<file path="src/sv/assert_macros.svh">
// ---------------------------------------------------------------------------
// assert_macros.svh
// shared assertion macros for the bus slot arbiter
// ---------------------------------------------------------------------------
`ifndef ASSERT_MACROS_SVH
`define ASSERT_MACROS_SVH

// same-cycle implication
`define BSA_ASSERT_IMP(lbl, clk, rst_n, ante, cons) \
    lbl: assert property (@(posedge clk) disable iff (!rst_n) (ante) |-> (cons)) \
        else $error("bsa assertion failed");

// next-cycle implication
`define BSA_ASSERT_NXT(lbl, clk, rst_n, ante, cons) \
    lbl: assert property (@(posedge clk) disable iff (!rst_n) (ante) |=> (cons)) \
        else $error("bsa assertion failed");

`endif

</file>
<file path="src/sv/bsa_pkg.sv">
// ---------------------------------------------------------------------------
// bsa_pkg
// types and constants of the two-way bus slot arbiter
// ---------------------------------------------------------------------------
package bsa_pkg;

    localparam int BSA_WAIT_COUNT_WIDTH = 8;
    localparam int CAP_WIDTH            = 3;
    localparam int BURST_WIDTH          = 3;
    localparam int MAX_BURST            = 7;
    localparam int APB_ADDR_WIDTH       = 3;
    localparam int APB_DATA_WIDTH       = 32;

    localparam logic [CAP_WIDTH-1:0] CAP_RESET = 3'd3;

    typedef enum logic
    {
        REQ_SLOT    = 1'b0,
        REQ_RELEASE = 1'b1
    } req_kind_t;

    typedef enum logic
    {
        OUT_GRANT  = 1'b0,
        OUT_REFUSE = 1'b1
    } outcome_t;

    typedef enum logic
    {
        REG_SLOT_LIMIT = 1'b0
    } reg_index_t;

    typedef struct packed
    {
        logic                   outcome;
        logic                   direction;
        logic                   priority_req;
        logic [BURST_WIDTH-1:0] count;
    } burst_t;

endpackage

</file>
<file path="src/sv/bsa_if.sv">
// ---------------------------------------------------------------------------
// bsa_if
// request and result channels of the bus slot arbiter
// ---------------------------------------------------------------------------
interface bsa_req_if;
    logic valid;
    logic ready;
    logic req_type;
    logic direction;
    logic priority_req;

    modport source (output valid, output req_type, output direction,
                    output priority_req, input ready);
    modport sink   (input valid, input req_type, input direction,
                    input priority_req, output ready);
endinterface

interface bsa_res_if;
    logic valid;
    logic ready;
    logic outcome;
    logic grant_direction;
    logic grant_priority;
    logic last;

    modport source (output valid, output outcome, output grant_direction,
                    output grant_priority, output last, input ready);
    modport sink   (input valid, input outcome, input grant_direction,
                    input grant_priority, input last, output ready);
endinterface

</file>
<file path="src/sv/bsa_slot_ctrl.sv">
// ---------------------------------------------------------------------------
// bsa_slot_ctrl
// request register, bus state and grant decision for one request per cycle while burst_ready holds
// ---------------------------------------------------------------------------
`include "assert_macros.svh"

module bsa_slot_ctrl #(
    parameter int WAIT_COUNT_WIDTH = bsa_pkg::BSA_WAIT_COUNT_WIDTH
) (
    input  logic                           clk,
    input  logic                           rst_n,
    input  logic [bsa_pkg::CAP_WIDTH-1:0]  slot_limit,
    bsa_req_if.sink                        req,
    input  logic                           burst_ready,
    output logic                           burst_load,
    output bsa_pkg::burst_t                burst
);
    import bsa_pkg::*;

    localparam int W  = WAIT_COUNT_WIDTH;
    localparam int CW = (W > 3) ? W : 3;

    logic                 in_valid_reg;
    logic                 in_type_reg;
    logic                 in_dir_reg;
    logic                 in_prio_reg;
    logic                 advance;

    logic [CAP_WIDTH-1:0] running_reg, running_next;
    logic                 bus_dir_reg, bus_dir_next;
    logic [W-1:0]         nw0_reg, nw0_next;
    logic [W-1:0]         nw1_reg, nw1_next;
    logic [W-1:0]         pw0_reg, pw0_next;
    logic [W-1:0]         pw1_reg, pw1_next;

    logic                 sel_prio;
    logic                 sel_dir;
    logic [W-1:0]         sel_cnt;
    logic [W-1:0]         sel_cnt_new;
    logic                 cnt_write;
    logic [CW-1:0]        cnt_ext;
    logic [CAP_WIDTH-1:0] base_count;
    logic [CAP_WIDTH-1:0] room;
    logic [2:0]           cnt_sat;
    logic [2:0]           n_wake;
    logic                 lim_all;
    logic                 do_wake;
    logic                 pw_cur, pw_opp, nw_cur;
    logic                 cur;

    assign advance   = in_valid_reg && burst_ready;
    assign req.ready = !in_valid_reg || advance;

    always_ff @(posedge clk or negedge rst_n)
    begin
        if (!rst_n)
        begin
            in_valid_reg <= 1'b0;
        end
        else if (req.ready)
        begin
            in_valid_reg <= req.valid;
        end
    end

    always_ff @(posedge clk)
    begin
        if (req.ready && req.valid)
        begin
            in_type_reg <= req.req_type;
            in_dir_reg  <= req.direction;
            in_prio_reg <= req.priority_req;
        end
    end

    assign cur    = bus_dir_reg;
    assign pw_cur = (cur ? pw1_reg : pw0_reg) != '0;
    assign pw_opp = (cur ? pw0_reg : pw1_reg) != '0;
    assign nw_cur = (cur ? nw1_reg : nw0_reg) != '0;

    always_comb
    begin
        sel_prio = in_prio_reg;
        sel_dir  = in_dir_reg;
        lim_all  = 1'b0;
        do_wake  = 1'b0;
        base_count = running_reg;
        if (in_type_reg == REQ_RELEASE)
        begin
            base_count = running_reg - CAP_WIDTH'(1);
            if (pw_cur)
            begin
                sel_prio = 1'b1;
                sel_dir  = cur;
                do_wake  = 1'b1;
            end
            else if (pw_opp)
            begin
                sel_prio = 1'b1;
                sel_dir  = !cur;
                lim_all  = 1'b1;
                do_wake  = (base_count == '0);
            end
            else if (nw_cur)
            begin
                sel_prio = 1'b0;
                sel_dir  = cur;
                do_wake  = 1'b1;
            end
            else
            begin
                sel_prio = 1'b0;
                sel_dir  = !cur;
                lim_all  = 1'b1;
                do_wake  = (base_count == '0);
            end
        end
    end

    always_comb
    begin
        case ({sel_prio, sel_dir})
            2'b00:   sel_cnt = nw0_reg;
            2'b01:   sel_cnt = nw1_reg;
            2'b10:   sel_cnt = pw0_reg;
            default: sel_cnt = pw1_reg;
        endcase
    end

    assign room    = (base_count < slot_limit) ? (slot_limit - base_count) : '0;
    assign cnt_ext = CW'(sel_cnt);
    assign cnt_sat = (cnt_ext > CW'(MAX_BURST)) ? 3'(MAX_BURST) : cnt_ext[2:0];

    always_comb
    begin
        n_wake = (cnt_sat < room) ? cnt_sat : room;
        if (!lim_all && n_wake > 3'd1)
        begin
            n_wake = 3'd1;
        end
        if (!do_wake)
        begin
            n_wake = '0;
        end
    end

    always_comb
    begin
        running_next  = running_reg;
        bus_dir_next  = bus_dir_reg;
        sel_cnt_new   = sel_cnt;
        cnt_write     = 1'b0;
        burst.outcome      = OUT_GRANT;
        burst.direction    = sel_dir;
        burst.priority_req = sel_prio;
        burst.count        = '0;
        if (advance)
        begin
            if (in_type_reg == REQ_SLOT)
            begin
                if ((running_reg < slot_limit) &&
                    (running_reg == '0 || bus_dir_reg == in_dir_reg))
                begin
                    running_next = running_reg + CAP_WIDTH'(1);
                    bus_dir_next = in_dir_reg;
                    burst.count  = 3'd1;
                end
                else if (sel_cnt == '1)
                begin
                    burst.outcome = OUT_REFUSE;
                    burst.count   = 3'd1;
                end
                else
                begin
                    sel_cnt_new = sel_cnt + W'(1);
                    cnt_write   = 1'b1;
                end
            end
            else if (running_reg != '0)
            begin
                running_next = base_count + n_wake;
                if (n_wake != '0)
                begin
                    bus_dir_next = sel_dir;
                    sel_cnt_new  = sel_cnt - W'(n_wake);
                    cnt_write    = 1'b1;
                    burst.count  = n_wake;
                end
            end
        end
    end

    assign burst_load = burst.count != '0;

    always_comb
    begin
        nw0_next = nw0_reg;
        nw1_next = nw1_reg;
        pw0_next = pw0_reg;
        pw1_next = pw1_reg;
        if (cnt_write)
        begin
            case ({sel_prio, sel_dir})
                2'b00:   nw0_next = sel_cnt_new;
                2'b01:   nw1_next = sel_cnt_new;
                2'b10:   pw0_next = sel_cnt_new;
                default: pw1_next = sel_cnt_new;
            endcase
        end
    end

    always_ff @(posedge clk or negedge rst_n)
    begin
        if (!rst_n)
        begin
            running_reg <= '0;
            bus_dir_reg <= 1'b0;
            nw0_reg     <= '0;
            nw1_reg     <= '0;
            pw0_reg     <= '0;
            pw1_reg     <= '0;
        end
        else
        begin
            running_reg <= running_next;
            bus_dir_reg <= bus_dir_next;
            nw0_reg     <= nw0_next;
            nw1_reg     <= nw1_next;
            pw0_reg     <= pw0_next;
            pw1_reg     <= pw1_next;
        end
    end

    // release on an empty bus leaves no trace
    `BSA_ASSERT_IMP(a_idle_release, clk, rst_n,
        advance && in_type_reg == REQ_RELEASE && running_reg == '0,
        !burst_load && running_next == '0)
    // a refusal never changes the running count
    `BSA_ASSERT_IMP(a_refuse_hold, clk, rst_n,
        burst_load && burst.outcome == OUT_REFUSE, running_next == running_reg)
    // any grant leaves the bus in its direction
    `BSA_ASSERT_NXT(a_grant_dir, clk, rst_n, burst_load && burst.outcome == OUT_GRANT,
        bus_dir_reg == $past(burst.direction) && running_reg != '0)

endmodule

</file>
<file path="src/sv/bsa_burst_out.sv">
// ---------------------------------------------------------------------------
// bsa_burst_out
// result register that plays out a group of equal results one per cycle while res is ready
// ---------------------------------------------------------------------------
`include "assert_macros.svh"

module bsa_burst_out (
    input  logic            clk,
    input  logic            rst_n,
    input  logic            burst_load,
    input  bsa_pkg::burst_t burst,
    output logic            burst_ready,
    bsa_res_if.source       res
);
    import bsa_pkg::*;

    logic                   valid_reg;
    logic                   outcome_reg;
    logic                   dir_reg;
    logic                   prio_reg;
    logic [BURST_WIDTH-1:0] count_reg;
    logic                   is_last;
    logic                   fire;

    assign is_last     = count_reg == BURST_WIDTH'(1);
    assign fire        = valid_reg && res.ready;
    assign burst_ready = !valid_reg || (res.ready && is_last);

    assign res.valid           = valid_reg;
    assign res.outcome         = outcome_reg;
    assign res.grant_direction = dir_reg;
    assign res.grant_priority  = prio_reg;
    assign res.last            = is_last;

    always_ff @(posedge clk or negedge rst_n)
    begin
        if (!rst_n)
        begin
            valid_reg <= 1'b0;
            count_reg <= '0;
        end
        else if (burst_load)
        begin
            valid_reg <= 1'b1;
            count_reg <= burst.count;
        end
        else if (fire)
        begin
            valid_reg <= !is_last;
            count_reg <= count_reg - BURST_WIDTH'(1);
        end
    end

    always_ff @(posedge clk)
    begin
        if (burst_load)
        begin
            outcome_reg <= burst.outcome;
            dir_reg     <= burst.direction;
            prio_reg    <= burst.priority_req;
        end
    end

    `BSA_ASSERT_IMP(a_count_live, clk, rst_n, valid_reg, count_reg != '0)
    `BSA_ASSERT_NXT(a_burst_cont, clk, rst_n, fire && !is_last && !burst_load, valid_reg && $stable(dir_reg))
    `BSA_ASSERT_IMP(a_load_free, clk, rst_n, burst_load, burst_ready)

endmodule

</file>
<file path="src/sv/two_way_bus_slot_arbiter_core.sv">
// ---------------------------------------------------------------------------
// two_way_bus_slot_arbiter_core
// grants slots on a half-duplex shared bus with priority waiters
// ---------------------------------------------------------------------------
// channel   dir   fields                                          handshake
// req       in    req_type direction priority_req                 valid/ready
// res       out   outcome grant_direction grant_priority last     valid/ready
// apb       in    slot_limit at byte addresses 0 to 3             psel/penable
//
// a request is taken into an input register, decided from that register and its
// results (zero to seven) leave one per cycle from the result register while res is ready
// a new request can be taken every cycle while each yields at most one result and res is ready
// a release that wakes n waiters stalls the request side until its last result is taken
// res stalls hold the result register and then the input register
// reset clears the bus state and sets the capacity to three
// ---------------------------------------------------------------------------
module two_way_bus_slot_arbiter_core #(
    parameter int WAIT_COUNT_WIDTH = bsa_pkg::BSA_WAIT_COUNT_WIDTH
) (
    input  logic                                clk,
    input  logic                                rst_n,
    input  logic                                psel,
    input  logic                                penable,
    input  logic                                pwrite,
    input  logic [bsa_pkg::APB_ADDR_WIDTH-1:0]  paddr,
    input  logic [bsa_pkg::APB_DATA_WIDTH-1:0]  pwdata,
    output logic [bsa_pkg::APB_DATA_WIDTH-1:0]  prdata,
    output logic                                pready,
    bsa_req_if.sink                             req,
    bsa_res_if.source                           res
);
    import bsa_pkg::*;

    logic [CAP_WIDTH-1:0] cap_reg;
    logic                 cap_sel;
    logic                 burst_load;
    logic                 burst_ready;
    burst_t               burst;

    assign pready  = 1'b1;
    assign cap_sel = paddr[APB_ADDR_WIDTH-1] == REG_SLOT_LIMIT;

    always_ff @(posedge clk or negedge rst_n)
    begin
        if (!rst_n)
        begin
            cap_reg <= CAP_RESET;
        end
        else if (psel && penable && pwrite && pready && cap_sel)
        begin
            cap_reg <= pwdata[CAP_WIDTH-1:0];
        end
    end

    assign prdata = cap_sel ? APB_DATA_WIDTH'(cap_reg) : '0;

    bsa_slot_ctrl #(
        .WAIT_COUNT_WIDTH (WAIT_COUNT_WIDTH)
    ) u_slot_ctrl (
        .clk          (clk),
        .rst_n        (rst_n),
        .slot_limit   (cap_reg),
        .req          (req),
        .burst_ready  (burst_ready),
        .burst_load   (burst_load),
        .burst        (burst)
    );

    bsa_burst_out u_burst_out (
        .clk         (clk),
        .rst_n       (rst_n),
        .burst_load  (burst_load),
        .burst       (burst),
        .burst_ready (burst_ready),
        .res         (res)
    );

endmodule
</file>
<file path="src/flat_wrapper.sv">
// flat-port wrapper written by rule: the top's interface ports become plain ports
module two_way_bus_slot_arbiter_core_flat import bsa_pkg::*;
#(
    parameter int WAIT_COUNT_WIDTH = bsa_pkg::BSA_WAIT_COUNT_WIDTH
)
  (clk, rst_n, psel, penable, pwrite, paddr, pwdata, prdata, pready, req_valid, req_req_type, req_direction, req_priority_req, req_ready, res_valid, res_outcome, res_grant_direction, res_grant_priority, res_last, res_ready);
  bsa_req_if req_i ();
  bsa_res_if res_i ();
  input  logic clk;
  input  logic rst_n;
  input  logic psel;
  input  logic penable;
  input  logic pwrite;
  input  logic [bsa_pkg::APB_ADDR_WIDTH-1:0] paddr;
  input  logic [bsa_pkg::APB_DATA_WIDTH-1:0] pwdata;
  output logic [bsa_pkg::APB_DATA_WIDTH-1:0] prdata;
  output logic pready;
  input wire logic [$bits(req_i.valid)-1:0] req_valid;
  input wire logic [$bits(req_i.req_type)-1:0] req_req_type;
  input wire logic [$bits(req_i.direction)-1:0] req_direction;
  input wire logic [$bits(req_i.priority_req)-1:0] req_priority_req;
  output wire logic [$bits(req_i.ready)-1:0] req_ready;
  output wire logic [$bits(res_i.valid)-1:0] res_valid;
  output wire logic [$bits(res_i.outcome)-1:0] res_outcome;
  output wire logic [$bits(res_i.grant_direction)-1:0] res_grant_direction;
  output wire logic [$bits(res_i.grant_priority)-1:0] res_grant_priority;
  output wire logic [$bits(res_i.last)-1:0] res_last;
  input wire logic [$bits(res_i.ready)-1:0] res_ready;
  assign req_i.valid = req_valid;
  assign req_i.req_type = req_req_type;
  assign req_i.direction = req_direction;
  assign req_i.priority_req = req_priority_req;
  assign req_ready = req_i.ready;
  assign res_valid = res_i.valid;
  assign res_outcome = res_i.outcome;
  assign res_grant_direction = res_i.grant_direction;
  assign res_grant_priority = res_i.grant_priority;
  assign res_last = res_i.last;
  assign res_i.ready = res_ready;
  two_way_bus_slot_arbiter_core #(.WAIT_COUNT_WIDTH(WAIT_COUNT_WIDTH)) u_core (.clk(clk), .rst_n(rst_n), .psel(psel), .penable(penable), .pwrite(pwrite), .paddr(paddr), .pwdata(pwdata), .prdata(prdata), .pready(pready), .req(req_i), .res(res_i));
endmodule
</file>
<file path="config.mk">
export PLATFORM = sky130hd
export DESIGN_NAME = two_way_bus_slot_arbiter_core_flat
export DESIGN_NICKNAME = d
export VERILOG_FILES = /design/src/sv/bsa_pkg.sv /design/src/sv/bsa_if.sv /design/src/sv/bsa_slot_ctrl.sv /design/src/sv/bsa_burst_out.sv /design/src/sv/two_way_bus_slot_arbiter_core.sv /design/src/flat_wrapper.sv
export VERILOG_INCLUDE_DIRS = /design/src /design/src/sv
export SDC_FILE = /design/constraint.sdc
export NUM_CORES = 1
export LEC_CHECK = 0
export BUFFER_PORTS_ARGS = -buffer_cell sky130_fd_sc_hd__buf_2
export CAP_MARGIN = 5
export CORE_MARGIN = 2
export CORE_UTILIZATION = 40
export CTS_BUF_LIST = sky130_fd_sc_hd__clkbuf_16
export DETAILED_ROUTE_END_ITERATION = 10
export PLACE_DENSITY = 0.66
export SLEW_MARGIN = 5
export SYNTH_ARGS = -nofsm -noshare
export SYNTH_HDL_FRONTEND = slang
export SYNTH_SLANG_ARGS = --single-unit
</file>
<file path="constraint.sdc">
create_clock -name clk -period 6.13 [get_ports clk]
set_input_delay 1.839 -clock clk [delete_from_list [all_inputs] [get_ports clk]]
set_output_delay 1.839 -clock clk [all_outputs]
set_load 0.03 [all_outputs]
</file>
==> results.sh, run 1 <==
export IMPL_status="finished clean"
export IMPL_insertion_delay_ns=0.30
export IMPL_r2r_setup_slack_ns=0.30
export IMPL_synth_edff_count=6
export IMPL_clock_skew_ns=0.0107
export IMPL_drt_first_pass_iters=5
export IMPL_synth_avg_cell_area_um2=9.37
export IMPL_arrival_ns=6.06
export IMPL_clock_sinks=50
export IMPL_die_area_mm2=0.0113
export IMPL_yosys_warnings=0
export IMPL_p_per_area_mw_per_mm2=611
export IMPL_cts_buffers=5
export IMPL_met1_length_um=4510
export IMPL_yosys_area_share_adder_pct=7.14
export IMPL_num_vias=3510
export IMPL_drc=0
export IMPL_drive_gt1_share_pct=22.3
export IMPL_cts_hold_buf=0
export IMPL_yosysTopAreaCellShare_pct=25.2
export IMPL_cts_max_level=2
export IMPL_end_kind="flop"
export IMPL_startpoint_type="flop"
export IMPL_critPathMaxStageDelay_ns=0.58
export IMPL_ios=84
export IMPL_drtIter0Drc=278
export IMPL_leakage_nw=2.03
export IMPL_clock_path_buffers=2
export IMPL_path_max_fanout=5
export IMPL_wl_met3_um=724
export IMPL_routedWlPerCell_um=16.4
export IMPL_rows=37
export IMPL_grt_max_degree=45
export IMPL_synthCells=445
export IMPL_ir_drop_mv=0.204
export IMPL_grt_remaining_overflow=0
export IMPL_root_buffer="clkbuf_16"
export IMPL_fin_tns_setup_ns=0
export IMPL_period_minus_slack_ns=5.83
export IMPL_cp_required_ns=6.36
export IMPL_ys_async_sr_fraction_pct=88.0
export IMPL_grt_pass1_vias=3278
export IMPL_yosys_register_bits=50
export IMPL_cap_viol_max_count=0
export IMPL_muxShareOfSynthArea_pct=13.0
export IMPL_dr_wl_met2_um=4640
export IMPL_final_util_pct=45.0
export IMPL_hold_viol=0
export IMPL_worst_slack_ns=0.301
export IMPL_combinationalPowerShare_pct=64.7
export IMPL_vias_per_cell=5.74
export IMPL_top_layer="met4"
export IMPL_max_freq_ghz=0.172
export IMPL_final_cells=612
export IMPL_track_usage_pct=18.5
export IMPL_p_clk_share_pct=13.1
export IMPL_p_seq_share_pct=22.3
export IMPL_die_width_um=106
export IMPL_worstMarginPinSlew_ns=1.01
export IMPL_rsz0062_at_grt="no"
export IMPL_yosys_area_share_simple_pct=18.3
export IMPL_critPathBufInv=3
export IMPL_n_antenna_cell=0
export IMPL_place_inst=604
export IMPL_cp_slowest_cell="or4_1"
export IMPL_ant_nets=0
export IMPL_routabilityCongestion=0.948
export IMPL_cts_tree="built"
export IMPL_cts_resized=0
export IMPL_core_area_mm2=0.0102
export IMPL_slew_headroom_pct=32.4
export IMPL_routed_wl_um=10000
export IMPL_initial_core_util_pct=40.8
export IMPL_cts_setup_buffers=0
export IMPL_synth_cell_types=78
export IMPL_synth_compound_area_share_pct=18.3
export IMPL_p_switching_mw=1.36
export IMPL_power_internal_mw=1.45
export IMPL_syn2layout_area_growth_pct=10.3
export IMPL_grt_pass1_wl_um=16800
export IMPL_synth_ff_type="dfrtp_1"
export IMPL_synthesis_area_mm2=0.00417
export IMPL_dpl_hpwl_um=7750
export IMPL_synth_xor_area_share_pct=3.36
export IMPL_final_max_slew_violation_count=0
export IMPL_clk_pin_slew_ns=0.08
export IMPL_portBuffers=22
export IMPL_yosysSeqAreaShare_pct=30.8
export IMPL_postLayoutCellArea_mm2=0.00460
export IMPL_hp_class="reg -> reg"
export IMPL_fp_dieH_um=106
export IMPL_synth_top_family_by_area="simple AND/OR/NAND/NOR gates"
export IMPL_synthTopCellsByArea="dfrtp_1 (25%), mux2_2 (8.4%), ha_1 (5.7%), buf_4 (5.4%), edfxtp_1 (4.3%)"
export IMPL_cp_top_family="simple AND/OR/NAND/NOR gates"
export IMPL_switching_share_pct=48.3
export IMPL_fin_crit_sh_pct=95.1
export IMPL_worstSetupPathType="reg -> reg"
export IMPL_antenna_found_initial=0
export IMPL_setup_violations=0
export IMPL_preCtsSetupSlack_ns=0.253
export IMPL_final_nets=542
export IMPL_synth_top_area_cell="dfrtp_1"
export IMPL_placed_area_mm2=0.00439
[metal layers]
metal	vias up	global-route usage [%]
li1	1630	-
met5	-	0
met2	166	29.4
met1	1701	26.4
met3	13	2.15
met4	0	5.55
[cell type report]
cell class | count | area [µm²]
sequential | 50 | 1280
clock inverter | 3 | 68.8
tap | 136 | 170
multi-input combinational | 357 | 2630
timing repair buffer | 39 | 238
clock buffer | 5 | 125
inverter | 22 | 85.1
fill | 969 | 5630
[stage by stage]
| stage | hold slack [ns] | power (mW) |
|---|---|---|
| floorplan | 0.487 | 1.97 |
| global placement | 0.519 | 2.36 |
| detailed placement | 0.526 | 2.41 |
| CTS | 0.541 | 2.79 |
| global route | 0.563 | 3.04 |
| finish | 0.540 | 2.81 |
[path summary, 6_finish.rpt]
check	start	cells after the start	endpoint
max reg2reg	u_core.u_slot_ctrl.bus_dir_reg$_DFFE_PN0P_	25	u_core.u_slot_ctrl.pw1_reg[7]$_DFFE_PN0P_
max in group asynchronous	rst_n	1	u_core.u_slot_ctrl.pw0_reg[2]$_DFFE_PN0P_
min in group asynchronous	rst_n	1	u_core.u_slot_ctrl.pw1_reg[5]$_DFFE_PN0P_
min	u_core.u_slot_ctrl.pw0_reg[7]$_DFFE_PN0P_	1	u_core.u_slot_ctrl.pw0_reg[7]$_DFFE_PN0P_
min reg2reg	u_core.u_slot_ctrl.pw0_reg[7]$_DFFE_PN0P_	1	u_core.u_slot_ctrl.pw0_reg[7]$_DFFE_PN0P_
max	u_core.u_slot_ctrl.bus_dir_reg$_DFFE_PN0P_	25	u_core.u_slot_ctrl.pw1_reg[7]$_DFFE_PN0P_
[synth_stat cells, drive strengths merged, types with 14 or more instances]
| library cell | instances |
|---|---|
| a21oi | 23 |
| buf | 37 |
| dfrtp | 42 |
| ha | 19 |
| inv | 22 |
| mux2 | 33 |
| mux2i | 17 |
| nand2 | 34 |
| nand3 | 14 |
| nor2 | 34 |
| nor3 | 19 |
[kinds of logic (layout without fill, tap and decap cells)]
| family | Yosys count | count (layout) |
|---|---|---|
| xor gates and xnor gates | 16 | 16 |
| other | 2 | 30 |
| muxes | 50 | 50 |
| and+or+nand+nor | 145 | 145 |
| AOI/OAI and AO/OA | 94 | 94 |
| buffers and inverters | 66 | 69 |
| DFF | 50 | 50 |
| adders and majority gates | 22 | 22 |
[power by group through the flow]
stage	clock network [mW]	logic [mW]	registers [mW]
2_1_floorplan	0	1.37	0.601
3_3_place_gp	0	1.74	0.623
3_5_place_dp	0	1.78	0.628
4_1_cts	0.369	1.80	0.623
5_1_grt	0.384	2.00	0.651
6_report	0.367	1.82	0.627
[placed cells by master, fill, tap and decap left out, drive strengths merged, types with 7 or more instances in the layout]
| master | synthesis | layout |
|---|---|---|
| a21o | 7 | 7 |
| a21oi | 23 | 23 |
| buf | 37 | 39 |
| conb | 2 | 30 |
| dfrtp | 42 | 42 |
| ha | 19 | 19 |
| inv | 22 | 22 |
| mux2 | 33 | 33 |
| mux2i | 17 | 17 |
| nand2 | 34 | 34 |
| nand3 | 14 | 14 |
| nor2 | 34 | 34 |
| nor3 | 19 | 19 |
| o21ai | 10 | 10 |
| xnor2 | 10 | 10 |
Note: power is estimated with default switching activity, not from simulation.
==> run 2: changes to the inputs <==
BUFFER_PORTS_ARGS = -buffer_cell sky130_fd_sc_hd__buf_4   (was -buffer_cell sky130_fd_sc_hd__buf_2)
clock period = 6.65 ns   (was 6.13 ns; I/O delays follow)
==> run 2 against run 1 <==
Effect of this change: setup slack gained 0.15 ns; critical path depth is the same; cell area grew 0.33%; critical path type unchanged; count of clock-buffer cells in the layout is the same; via count about the same; non-clock buffer count decreased by 3; worst hold slack got worse by 0.011 ns; first-iteration DRC count down 1.8%; die area is the same.
==> results.sh, run 2 (same netlist as run 1, synthesis figures left out) <==
export IMPL_clk_pin_slew_ns=0.07
export IMPL_rows=37
export IMPL_worstSetupPathType="reg -> reg"
export IMPL_arrival_ns=6.43
export IMPL_cts_max_level=2
export IMPL_track_usage_pct=19.0
export IMPL_timing_rr_start="u_core.u_slot_ctrl.bus_dir_reg$_DFFE_PN0P_"
export IMPL_end_kind="flop"
export IMPL_final_common_cell="dfrtp_1"
export IMPL_rsz0062_at_grt="no"
export IMPL_final_max_slew_violation_count=0
export IMPL_vias_per_cell=5.77
export IMPL_cts_buffers=5
export IMPL_p_per_area_mw_per_mm2=563
export IMPL_cts_tree="built"
export IMPL_portBuffers=22
export IMPL_drt_first_pass_iters=5
export IMPL_layout_common_cells="dfrtp_1 (42), buf_4 (36), nor2_1 (34), nand2_1 (33), mux2_2 (31)"
export IMPL_cts_setup_buffers=0
export IMPL_status="finished clean"
export IMPL_slew_headroom_pct=42.3
export IMPL_switching_share_pct=48.5
export IMPL_num_vias=3512
export IMPL_whs_endpoint="u_core.u_slot_ctrl.pw1_reg[2]$_DFFE_PN0P_"
export IMPL_drc=0
export IMPL_hp_class="reg -> reg"
export IMPL_cts_resized=0
export IMPL_grt_pass1_wl_um=17300
export IMPL_hold_viol=0
export IMPL_hold_path_startpoint="u_core.u_slot_ctrl.pw1_reg[2]$_DFFE_PN0P_"
export IMPL_startpoint_type="flop"
export IMPL_routedWlPerCell_um=17.1
export IMPL_drive_gt1_share_pct=21.4
export IMPL_combinationalPowerShare_pct=64.8
export IMPL_p_seq_share_pct=22.4
export IMPL_ant_nets=0
export IMPL_n_antenna_cell=0
export IMPL_path_max_fanout=5
export IMPL_clock_sinks=50
export IMPL_ios=84
export IMPL_fp_dieH_um=106
export IMPL_worstRegToRegCells=25
export IMPL_p_total_mw=2.60
export IMPL_cp_required_ns=6.88
export IMPL_final_nets=539
export IMPL_insertion_delay_ns=0.29
export IMPL_min_delay_path_depth=1
export IMPL_grt_max_degree=45
export IMPL_fin_crit_sh_pct=93.2
export IMPL_reg2reg_to="u_core.u_slot_ctrl.pw1_reg[7]$_DFFE_PN0P_"
export IMPL_p_clk_share_pct=12.8
export IMPL_antenna_found_initial=0
export IMPL_clock_path_buffers=2
export IMPL_initial_core_util_pct=40.8
export IMPL_fin_tns_setup_ns=0
export IMPL_clock_skew_ns=0.00862
export IMPL_routed_wl_um=10400
export IMPL_syn2layout_area_growth_pct=10.7
export IMPL_die_width_um=106
export IMPL_routabilityCongestion=0.913
export IMPL_power_internal_mw=1.34
export IMPL_leakage_nw=2.03
export IMPL_core_area_mm2=0.0102
export IMPL_setup_violations=0
export IMPL_grt_pass1_vias=3357
export IMPL_root_buffer="clkbuf_16"
export IMPL_cap_viol_max_count=0
export IMPL_worstMarginPinSlew_ns=0.865
export IMPL_die_area_mm2=0.0113
export IMPL_dpl_hpwl_um=7730
export IMPL_ir_drop_mv=0.191
export IMPL_p_switching_mw=1.26
export IMPL_grt_remaining_overflow=0
export IMPL_period_minus_slack_ns=6.20
export IMPL_cts_hold_buf=0
export IMPL_r2r_setup_slack_ns=0.45
export IMPL_drtIter0Drc=273
export IMPL_max_freq_ghz=0.161
export IMPL_final_util_pct=45.1
[run 2: changes by cell type in the layout (fill, tap and decap cells not counted)]
cell and change:
buf_4 +19, a311oi_2 +1, clkinv_4 -1, and2_0 +1, and2_2 -1, buf_2 -22, clkinv_1 +1, a311oi_4 -1
[run 2: per-stage QoR]
step                setup slack [ns]  std cells  cell area [µm²]  hold WS (ns)
finish                         0.452        609             4620         0.529
floorplan                       1.14        473             4280         0.487
global route                   0.217        609             4620         0.555
CTS                            0.519        609             4620         0.533
detailed placement             0.586        601             4430         0.516
global placement               0.653        601             4430         0.513
[run 2: power by group through the flow]
stage / Combinational (mW) / Clock (mW) / Sequential, mW
after floorplan: 1.26 / 0 / 0.554
after global placement: 1.60 / 0 / 0.576
after detailed placement: 1.64 / 0 / 0.582
after CTS: 1.66 / 0.338 / 0.576
after global routing: 1.85 / 0.349 / 0.602
final: 1.68 / 0.332 / 0.583
[run 2: metal layers]
layer	routed length (µm)	up-vias	global-route usage (%)
met5	0	-	0
met4	318	0	7.05
met3	640	31	1.96
met2	4750	180	31.1
met1	4670	1686	26.1
li1	-	1615	-
[run 2: area by class of cell]
cell class | count | area, µm²
Fill cell | 972 | 5620
Multi-Input combinational cell | 357 | 2620
Clock buffer | 5 | 125
Sequential cell | 50 | 1280
Inverter | 22 | 85.1
Tap cell | 136 | 170
Timing Repair Buffer | 36 | 270
Clock inverter | 3 | 63.8
[run 2: worst max-delay path by stage]
| stage | start | end | slack [ns] | cells past startpoint |
|---|---|---|---|---|
| 6_report | u_core.u_slot_ctrl.bus_dir_reg$_DFFE_PN0P_ | u_core.u_slot_ctrl.pw1_reg[7]$_DFFE_PN0P_ | 0.45 | 25 |
| 5_1_grt | u_core.u_slot_ctrl.pw0_reg[0]$_DFFE_PN0P_ | u_core.u_slot_ctrl.pw0_reg[6]$_DFFE_PN0P_ | 0.22 | 23 |
| 4_1_cts | u_core.u_slot_ctrl.bus_dir_reg$_DFFE_PN0P_ | u_core.u_slot_ctrl.pw0_reg[6]$_DFFE_PN0P_ | 0.52 | 23 |
| 3_5_place_dp | u_core.u_slot_ctrl.bus_dir_reg$_DFFE_PN0P_ | u_core.u_slot_ctrl.pw0_reg[6]$_DFFE_PN0P_ | 0.59 | 23 |
| 3_3_place_gp | u_core.u_slot_ctrl.bus_dir_reg$_DFFE_PN0P_ | u_core.u_slot_ctrl.nw1_reg[6]$_DFFE_PN0P_ | 0.65 | 23 |
| 2_1_floorplan | u_core.u_slot_ctrl.in_type_reg$_DFFE_PP_ | u_core.u_slot_ctrl.pw0_reg[4]$_DFFE_PN0P_ | 1.14 | 27 |
[run 2: worst max-delay path: stages (launching register included)]
cell and delay [ns]:
dfrtp_1 0.46, or4_1 0.59, or4_4 0.49, o21ai_4 0.20
o21ai_4 0.08, inv_4 0.07, mux2i_1 0.23, and2_0 0.33
o21bai_1 0.22, ha_1 0.30, a21o_1 0.21, nor3_1 0.21
o221ai_1 0.20, a21boi_1 0.35, o31a_1 0.20, nor2_1 0.05
nor2_1 0.16, ha_1 0.18, inv_1 0.06, a21o_1 0.19
a21oi_1 0.24, nand3_1 0.15, o211a_1 0.27, nor4_2 0.37
buf_4 0.20, mux2_2 0.14
==> run 3: changes to the inputs <==
clock period = 7.6 ns   (was 6.65 ns; I/O delays follow)
==> run 3 against run 2 <==
Effect of this change: worst hold slack better by 0.015 ns; sequential power is 13% lower; critical path depth is 4 lower; critical path type unchanged; routed wire length is 0.93% lower; largest cell class unchanged; first-iteration DRC count is 14% higher; register-to-register slack better by 0.51 ns; count of clock-buffer cells in the layout stayed put; flip-flop and latch count stayed put; largest power group unchanged; die area stayed put; cell count is 1.5% lower; power is 17% lower.
==> results.sh, run 3 (same netlist as run 1, synthesis figures left out) <==
export IMPL_dpl_hpwl_um=7560
export IMPL_clock_skew_ns=0.00304
export IMPL_cts_max_level=2
export IMPL_reg2reg_to="u_core.u_slot_ctrl.nw0_reg[7]$_DFFE_PN0P_"
export IMPL_clock_path_buffers=2
export IMPL_max_freq_ghz=0.151
export IMPL_final_nets=530
export IMPL_routabilityCongestion=0.926
export IMPL_cp_top_family="compound AO/OA/AOI/OAI gates"
export IMPL_cts_hold_buf=0
export IMPL_ios=84
export IMPL_fin_tns_setup_ns=0
export IMPL_cts_tree="built"
export IMPL_final_max_slew_violation_count=0
export IMPL_path_max_fanout=13
export IMPL_rsz0062_at_grt="no"
export IMPL_root_buffer="clkbuf_16"
export IMPL_worst_slack_ns=0.961
export IMPL_hold_viol=0
export IMPL_vias_per_cell=5.76
export IMPL_end_kind="flop"
export IMPL_track_usage_pct=18.5
export IMPL_grt_remaining_overflow=0
export IMPL_layout_common_cells="dfrtp_1 (42), nor2_1 (34), nand2_1 (33), mux2_2 (31), conb_1 (30)"
export IMPL_antenna_found_initial=0
export IMPL_setup_violations=0
export IMPL_worstRegToRegCells=21
export IMPL_whs_endpoint="u_core.u_slot_ctrl.pw1_reg[2]$_DFFE_PN0P_"
export IMPL_routedWlPerCell_um=17.1
export IMPL_arrival_ns=6.87
export IMPL_grt_max_degree=45
export IMPL_rows=37
export IMPL_drc=0
export IMPL_preCtsSetupSlack_ns=1.13
export IMPL_ir_drop_mv=0.163
export IMPL_hold_path_startpoint="u_core.u_slot_ctrl.pw1_reg[2]$_DFFE_PN0P_"
export IMPL_timing_rr_start="u_core.u_slot_ctrl.pw0_reg[3]$_DFFE_PN0P_"
export IMPL_grt_pass1_vias=3321
export IMPL_r2r_setup_slack_ns=0.96
export IMPL_hp_class="reg -> reg"
export IMPL_startpoint_type="flop"
export IMPL_drt_first_pass_iters=5
export IMPL_cts_buffers=5
export IMPL_status="finished clean"
export IMPL_cp_cell_sequence="nor3_1 -> a31oi_1 -> o22ai_2 -> o21ai_4 -> inv_4 -> mux2i_1 -> and2_0 -> o21bai_1 -> ha_1 -> a21o_1 -> nor3_1 -> o221ai_1 -> nor3b_2 -> o21ai_0 -> ha_1 -> a21o_1 -> a21oi_1 -> nand3_1 -> o211a_1 -> nor4_2 -> mux2_2"
export IMPL_fp_dieH_um=106
export IMPL_period_minus_slack_ns=6.64
export IMPL_critPathBufInv=1
export IMPL_cts_setup_buffers=0
export IMPL_min_delay_path_depth=1
export IMPL_final_cells=600
export IMPL_grt_pass1_wl_um=16800
export IMPL_cp_slowest_cell="nor3_1"
export IMPL_clock_sinks=50
export IMPL_die_width_um=106
export IMPL_slew_headroom_pct=34.5
export IMPL_core_area_mm2=0.0102
export IMPL_worstMarginPinSlew_ns=0.981
export IMPL_ant_nets=0
export IMPL_leakage_nw=1.96
export IMPL_final_common_cell="dfrtp_1"
export IMPL_syn2layout_area_growth_pct=7.92
export IMPL_fin_crit_sh_pct=87.4
export IMPL_die_area_mm2=0.0113
export IMPL_drtIter0Drc=312
export IMPL_insertion_delay_ns=0.29
export IMPL_cap_viol_max_count=0
export IMPL_place_inst=592
export IMPL_cts_resized=0
export IMPL_critPathMaxStageDelay_ns=0.58
export IMPL_initial_core_util_pct=40.8
export IMPL_n_antenna_cell=0
export IMPL_num_vias=3453
export IMPL_routed_wl_um=10300
export IMPL_clk_pin_slew_ns=0.07
export IMPL_p_per_area_mw_per_mm2=477
export IMPL_worstSetupPathType="reg -> reg"
export IMPL_cp_required_ns=7.83
export IMPL_drive_gt1_share_pct=19.8
export IMPL_portBuffers=22
run 3: changes by cell type in the layout (fill, tap and decap cells not counted), sizes merged:
| cell | previous run | this run |
|---|---|---|
| buf | 36 | 27 |
| clkinv | 1 | 2 |
| clkinvlp | 0 | 1 |
| bufinv | 2 | 0 |
run 3: area by class of cell:
type | instances | area, µm²
clock buffer | 5 | 125
inverter | 22 | 85.1
clock inverter | 3 | 16.3
timing repair buffer | 27 | 203
fill | 984 | 5730
tap | 136 | 170
multi-input combinational | 357 | 2620
sequential | 50 | 1280
run 3: layer usage:
layer | global-route usage (%) | vias up | routed length, µm
met5 | 0 | - | 0
met4 | 5.45 | 0 | 240
met3 | 2.76 | 25 | 727
met2 | 29.9 | 184 | 4730
met1 | 25.7 | 1641 | 4600
li1 | - | 1603 | -
run 3: worst register-to-register path, cell delays in order (launching register included):
cell      delay, ns
dfrtp_1        0.45
nor3_1         0.58
a31oi_1        0.36
o22ai_2        0.43
o21ai_4        0.12
inv_4          0.17
mux2i_1        0.26
and2_0         0.34
o21bai_1       0.23
ha_1           0.29
a21o_1         0.21
nor3_1         0.19
o221ai_1       0.19
nor3b_2        0.22
o21ai_0        0.51
ha_1           0.36
a21o_1         0.15
a21oi_1        0.30
nand3_1        0.17
o211a_1        0.29
nor4_2         0.53
mux2_2         0.25
run 3: worst max path at each step:
stage | from | endpoint | depth (start not counted)
global route | u_core.u_slot_ctrl.pw0_reg[3]$_DFFE_PN0P_ | u_core.u_slot_ctrl.nw1_reg[7]$_DFFE_PN0P_ | 21
detailed placement | u_core.u_slot_ctrl.pw0_reg[3]$_DFFE_PN0P_ | u_core.u_slot_ctrl.nw0_reg[7]$_DFFE_PN0P_ | 21
global placement | u_core.u_slot_ctrl.pw0_reg[3]$_DFFE_PN0P_ | u_core.u_slot_ctrl.pw0_reg[7]$_DFFE_PN0P_ | 21
finish | u_core.u_slot_ctrl.pw0_reg[3]$_DFFE_PN0P_ | u_core.u_slot_ctrl.nw0_reg[7]$_DFFE_PN0P_ | 21
floorplan | u_core.u_slot_ctrl.in_type_reg$_DFFE_PP_ | u_core.u_slot_ctrl.pw0_reg[4]$_DFFE_PN0P_ | 27
CTS | u_core.u_slot_ctrl.pw0_reg[3]$_DFFE_PN0P_ | u_core.u_slot_ctrl.nw0_reg[7]$_DFFE_PN0P_ | 21
run 3: report_power, final:
| part | leakage (nW) | internal (mW) | switching (mW) |
|---|---|---|---|
| registers | 0.607 | 0.381 | 0.128 |
| logic | 1.28 | 0.560 | 0.856 |
| clock network | 0.0672 | 0.120 | 0.0988 |
run 3: through the flow:
step	hold slack [ns]	area (µm²)	power (mW)	utilization [%]
floorplan	0.487	4280	1.59	-
global placement	0.513	4360	1.85	42.6
detailed placement	0.525	4360	1.89	42.6
CTS	0.541	4500	2.12	44.0
global route	0.562	4500	2.30	44.0
finish	0.544	4500	2.14	44.0
